--- src/sme_pkg.sv ---
// shared types and constants for the sorted merge insert block
package sme_pkg;

    localparam int CAPACITY = 32;

    typedef struct packed {
        logic signed [31:0] value;
        logic               final_item;
    } t_in_item;

    typedef struct packed {
        logic signed [31:0] sorted_value;
        logic               last_out;
        logic               dropped;
    } t_out_item;

    typedef struct packed {
        logic               insert;
        logic               drain;
        logic signed [31:0] value;
    } t_cell_ctrl;

    // from cell i to cell i+1
    typedef struct packed {
        logic               valid;
        logic               take;
        logic signed [31:0] value;
    } t_fwd_link;

    // from cell i+1 to cell i
    typedef struct packed {
        logic               valid;
        logic signed [31:0] value;
    } t_bwd_link;

endpackage

--- src/sme_cell.sv ---
// one storage cell of the sorted insertion chain
module sme_cell
    import sme_pkg::*;
(
    input  logic       i_clk,
    input  logic       i_rst_n,
    input  t_cell_ctrl i_ctrl,
    input  t_fwd_link  i_prev,
    input  t_bwd_link  i_next,
    output t_fwd_link  o_fwd,
    output t_bwd_link  o_bwd
);

    logic               r_valid;
    logic signed [31:0] r_value;
    logic               take;

    // new value goes after equal ones, so strict compare
    assign take = !r_valid || (i_ctrl.value < r_value);

    always_ff @(posedge i_clk) begin
        if (!i_rst_n) begin
            r_valid <= 1'b0;
        end else if (i_ctrl.insert) begin
            r_valid <= r_valid | i_prev.valid;
        end else if (i_ctrl.drain) begin
            r_valid <= i_next.valid;
        end
    end

    always_ff @(posedge i_clk) begin
        if (i_ctrl.insert && take) begin
            // shift right if the left neighbor also moves, else capture the new value
            r_value <= i_prev.take ? i_prev.value : i_ctrl.value;
        end else if (i_ctrl.drain) begin
            r_value <= i_next.value;
        end
    end

    assign o_fwd.valid = r_valid;
    assign o_fwd.take  = take;
    assign o_fwd.value = r_value;
    assign o_bwd.valid = r_valid;
    assign o_bwd.value = r_value;

endmodule

--- src/sorted_merge_insert.sv ---
// top level of the sorted merge insert block
// Each accepted request inserts its value into a chain of CAPACITY cells kept in
// ascending signed order, one request per cycle while busy is low; the insert
// completes in the accept cycle. A request with final_item set is inserted and
// then the whole store drains out of cell 0, one result per cycle on o_strobe,
// during which busy is high. Results cannot be stalled. When the chain is full,
// further values are dropped and the dropped flag is reported on every result of
// that merge; the store and flag clear as the drain finishes.
module sorted_merge_insert
    import sme_pkg::*;
(
    input  logic      i_clk,
    input  logic      i_rst_n,
    input  logic      start,
    input  t_in_item  i_req,
    output logic      busy,
    output logic      o_strobe,
    output t_out_item o_result
);

    t_fwd_link  fwd [CAPACITY+1];
    t_bwd_link  bwd [CAPACITY+1];
    t_cell_ctrl ctrl;

    logic r_emit;
    logic r_ovf;
    logic accept;
    logic full;
    logic last;

    assign accept = start && !r_emit;
    assign full   = fwd[CAPACITY].valid;
    assign last   = !bwd[1].valid;

    assign ctrl.insert = accept && !full;
    assign ctrl.drain  = r_emit;
    assign ctrl.value  = i_req.value;

    // chain ends: the head always may take a slot, the tail feeds empties
    assign fwd[0].valid = 1'b1;
    assign fwd[0].take  = 1'b0;
    assign fwd[0].value = i_req.value;
    assign bwd[CAPACITY].valid = 1'b0;
    assign bwd[CAPACITY].value = '0;

    for (genvar g = 0; g < CAPACITY; g++) begin : g_cell
        sme_cell u_cell (
            .i_clk   (i_clk),
            .i_rst_n (i_rst_n),
            .i_ctrl  (ctrl),
            .i_prev  (fwd[g]),
            .i_next  (bwd[g+1]),
            .o_fwd   (fwd[g+1]),
            .o_bwd   (bwd[g])
        );
    end

    always_ff @(posedge i_clk) begin
        if (!i_rst_n) begin
            r_emit <= 1'b0;
            r_ovf  <= 1'b0;
        end else if (r_emit) begin
            if (last) begin
                r_emit <= 1'b0;
                r_ovf  <= 1'b0;
            end
        end else if (accept) begin
            if (full) begin
                r_ovf <= 1'b1;
            end
            r_emit <= i_req.final_item;
        end
    end

    assign busy                  = r_emit;
    assign o_strobe              = r_emit;
    assign o_result.sorted_value = bwd[0].value;
    assign o_result.last_out     = last;
    assign o_result.dropped      = r_ovf;

endmodule

--- config.mk ---
export PLATFORM = sky130hd
export DESIGN_NAME = sorted_merge_insert
export DESIGN_NICKNAME = d
export VERILOG_FILES = /design/src/sme_pkg.sv /design/src/sme_cell.sv /design/src/sorted_merge_insert.sv
export SDC_FILE = /design/constraint.sdc
export NUM_CORES = 2
export LEC_CHECK = 0
export CORE_UTILIZATION = 60
export DETAILED_ROUTE_END_ITERATION = 7
export DONT_BUFFER_PORTS = 1
export PLACE_DENSITY = 0.77
export SYNTH_ARGS = -nofsm -noshare
export SYNTH_HDL_FRONTEND = slang
export SYNTH_HIERARCHICAL = 1
export SYNTH_SLANG_ARGS = --single-unit
--- constraint.sdc ---
create_clock -name i_clk -period 6.85 [get_ports i_clk]
set_input_delay 1.37 -clock i_clk [delete_from_list [all_inputs] [get_ports i_clk]]
set_output_delay 1.37 -clock i_clk [all_outputs]
set_load 0.005 [all_outputs]
======== Word level (Yosys, flattened, before mapping) ========
Cells that the tools add are included.
cells by class
  $lt $le $gt $ge ......................... 32
  equal/unequal tests ..................... 1
  muxes and demuxes ....................... 166
  bitwise operators ....................... 31
  reduce and logical (&&, ||, !) cells .... 135
operator list
  operator                               number
  2-to-1 mux 32 bit                      95
  less-than comparator 32 bit            32
  2-to-1 mux 1 bit                       71
  nonzero test 2 bit                     35
  logical AND 1 bit                      34
  zero test 1 bit                        33
  logical OR 1 bit                       32
  OR 1 bit                               31
  AND reduction 3 bit                    1
  != test 2 bit (second input constant)  1
word-level totals
  register bits ........................... 1,058
  input port bits ......................... 36
  output and inout port bits .............. 36

======== Logic depth before layout (Yosys ltp) ========
  depth after elaboration ................. 5
  mapped depth ............................ 13
  gate-level depth less buffers ........... 10

======== Cells and area by module ========
Netlist, hierarchy kept.
by module, submodules not included
  module               times used  cells each  area an instance (um^2)  sequential area each (um^2)
  sme_cell             32          267         2,894.0                  980.9
  sorted_merge_insert  1           17          131.4                    40.0

======== Least setup slack after synthesis ========
No wires, ideal clock.
  kind .................................... in2reg
  start point ............................. input port start
  end point ............................... register g_cell[0].u_cell.r_value[0] (enable)
  setup time .............................. 0.375 ns
  arrival ................................. 6.876 ns
  data required time ...................... 6.475 ns
  slack ................................... -0.401 ns
  cell stages on the path ................. 6
  cells stage by stage .................... nand2b_4 nor2_1 nand2_1 o311ai_4 buf_6 or2_2
RTL lines
  what                  line                       text
  start, declared       sorted_merge_insert.sv:14  input logic start,
  end signal, assigned  sme_cell.sv:34             r_value <= i_prev.take ? i_prev.value : i_ctrl.value;
  end signal, assigned  sme_cell.sv:36             r_value <= i_next.value;
  end, declared         sme_cell.sv:15             logic signed [31:0] r_value;

==> metrics <==
Mapped Avg Cell Area 10.85 um^2; hold_ws 0.5248 ns; period utilisation layout 65.98%; commonest non-fill, non-tap cell in the layout mux2_2; I/O Buffers 0; htree depth 3; CP arrival 5.03 ns; TritonCTS buffer count 119; largest net degree at the start of global routing 129; Lkg Pwr 37.62 nW; most frequent cells in the layout mux2_2 (1856), inv_1 (1089), edfxtp_1 (1024), ha_1 (992), nand2_1 (547); Power Dens Cells 464.1 nW/um^2; wire length per cell 22.45 um; setup ws final 2.330 ns; initial core utilization 60.66%; outcome completed; Vias per Instance 6.125; fraction of layout cells with a size suffix above 1 30.30%; Die ar. 155700 um^2; Clock Latency Late Sink 0.77 ns; Die X 394.6 um; CTS tree done; post-CTS sizing 0; CP Capture Type flop; dpl hpwl 151300 um; Slew headroom 5.553%; Max IR drop VDD 0.0002835 V; TNS Setup 0 ns; Post-CTS Hold Buffers 0; Tmin final 4.520 ns; Final Slew Violations 0; io pins 72; Final Routed Wirelength 214800 um; Final ANT Viol Nets 0; Cells after Synth 8524; DRC 0; root buffer cell clkbuf_16; gr ovfl total 0; RSZ-0062 raised after global routing false; cell area after layout 89800 um^2; max-cap viol count 0; synth warn 6; Core ar. 152400 um^2; Setup Crit Path Kind in -> reg; Finish-stage setup viols 0; initial antenna violation count 3; CP max FO 65; Worst-Margin Slew 1.417 ns; height of the chip 394.6 um; # clock sinks 1058; nets 8457; Total Routing Usage GR 26.97%; vias in the first global route 61350; Clock Tree Buf Depth 3; Worst Clk Skew 0.04882 ns; post-CTS setup buffer count 0; CP Launch Type primary input; Layout area overhead -2.885%; placed cell areas 86020 um^2; Final Wtd Congestion 0.9095; required time of the critical path 7.36 ns; Final Hold Fails 0; Design Power 0.04168 W; Max Fclk 221.3 MHz; Worst-path clk slew 0.06 ns; Setup WS pre-CTS 1.695 ns; first-pass GRT wire length 336800 um; FP Rows 143; DRT iter0 DRCs 4317; DRT Pass-1 Iters 8; HP Class reg -> reg; mapped cell area 92470 um^2; Via Count 58590
==> flip-flops by register name, indices dropped and copies added (netlist names) <==
| register | flops |
|---|---|
| busy | 1 |
| g_cell.u_cell/r_valid | 32 |
| g_cell.u_cell/r_value | 1024 |
| r_ovf | 1 |
==> final timing paths <==
| check | startpoint | endpoint | slack, ns | cells after the start |
|---|---|---|---|---|
| max | i_req[32] | g_cell[13].u_cell/r_value[5] | 2.33 | 10 |
| min | g_cell[0].u_cell/r_valid | g_cell[1].u_cell/r_valid | 0.52 | 2 |
| max reg2reg | g_cell[12].u_cell/r_value[30] | g_cell[13].u_cell/r_value[5] | 2.51 | 11 |
| min reg2reg | g_cell[0].u_cell/r_valid | g_cell[1].u_cell/r_valid | 0.52 | 2 |
==> power by group <==
group	total (W)	leakage, nW	internal [W]	switching [W]
logic	0.0192	25.4	0.00985	0.00934
registers	0.0161	10.4	0.0125	0.00363
clock network	0.00633	1.86	0.00355	0.00278
==> per-layer routing <==
layer  vias up  global-route usage, %  routed length, um
met4         2                  10.07               7602
met1     28900                  32.77              86810
met3       563                  4.001              12410
met5         -                      0                 35
li1      27270                      -                  -
met2      1856                  47.99             107900
==> layout make-up <==
class	instances	area [um^2]
repair buffers	64	493.0
inverters	1089	4088
well taps	2030	2540
fillers	12160	62640
multi-input cells	5097	47470
flip-flops and latches	1058	31430
diodes	1	2.502
clock buffers	165	3314
clock inverters	62	460.4
==> through the flow <==
stage,util (%),std cells
6_report,58.91,9566
3_3_place_gp,56.43,9338
4_1_cts,58.91,9565
5_1_grt,58.91,9565
3_5_place_dp,56.43,9338
2_1_floorplan,-,8557
==> worst max-delay path: stages <==
cell     delay, ns
ha_1          0.42
nand4_1       0.18
nor4_2        0.41
nand2_1       0.11
o22ai_2       0.28
nor3_1        0.09
o21ai_2       1.07
buf_4         0.36
mux2_2        0.35
mux2_1        0.31
No activity file was read; power rests on OpenSTA's default activity.
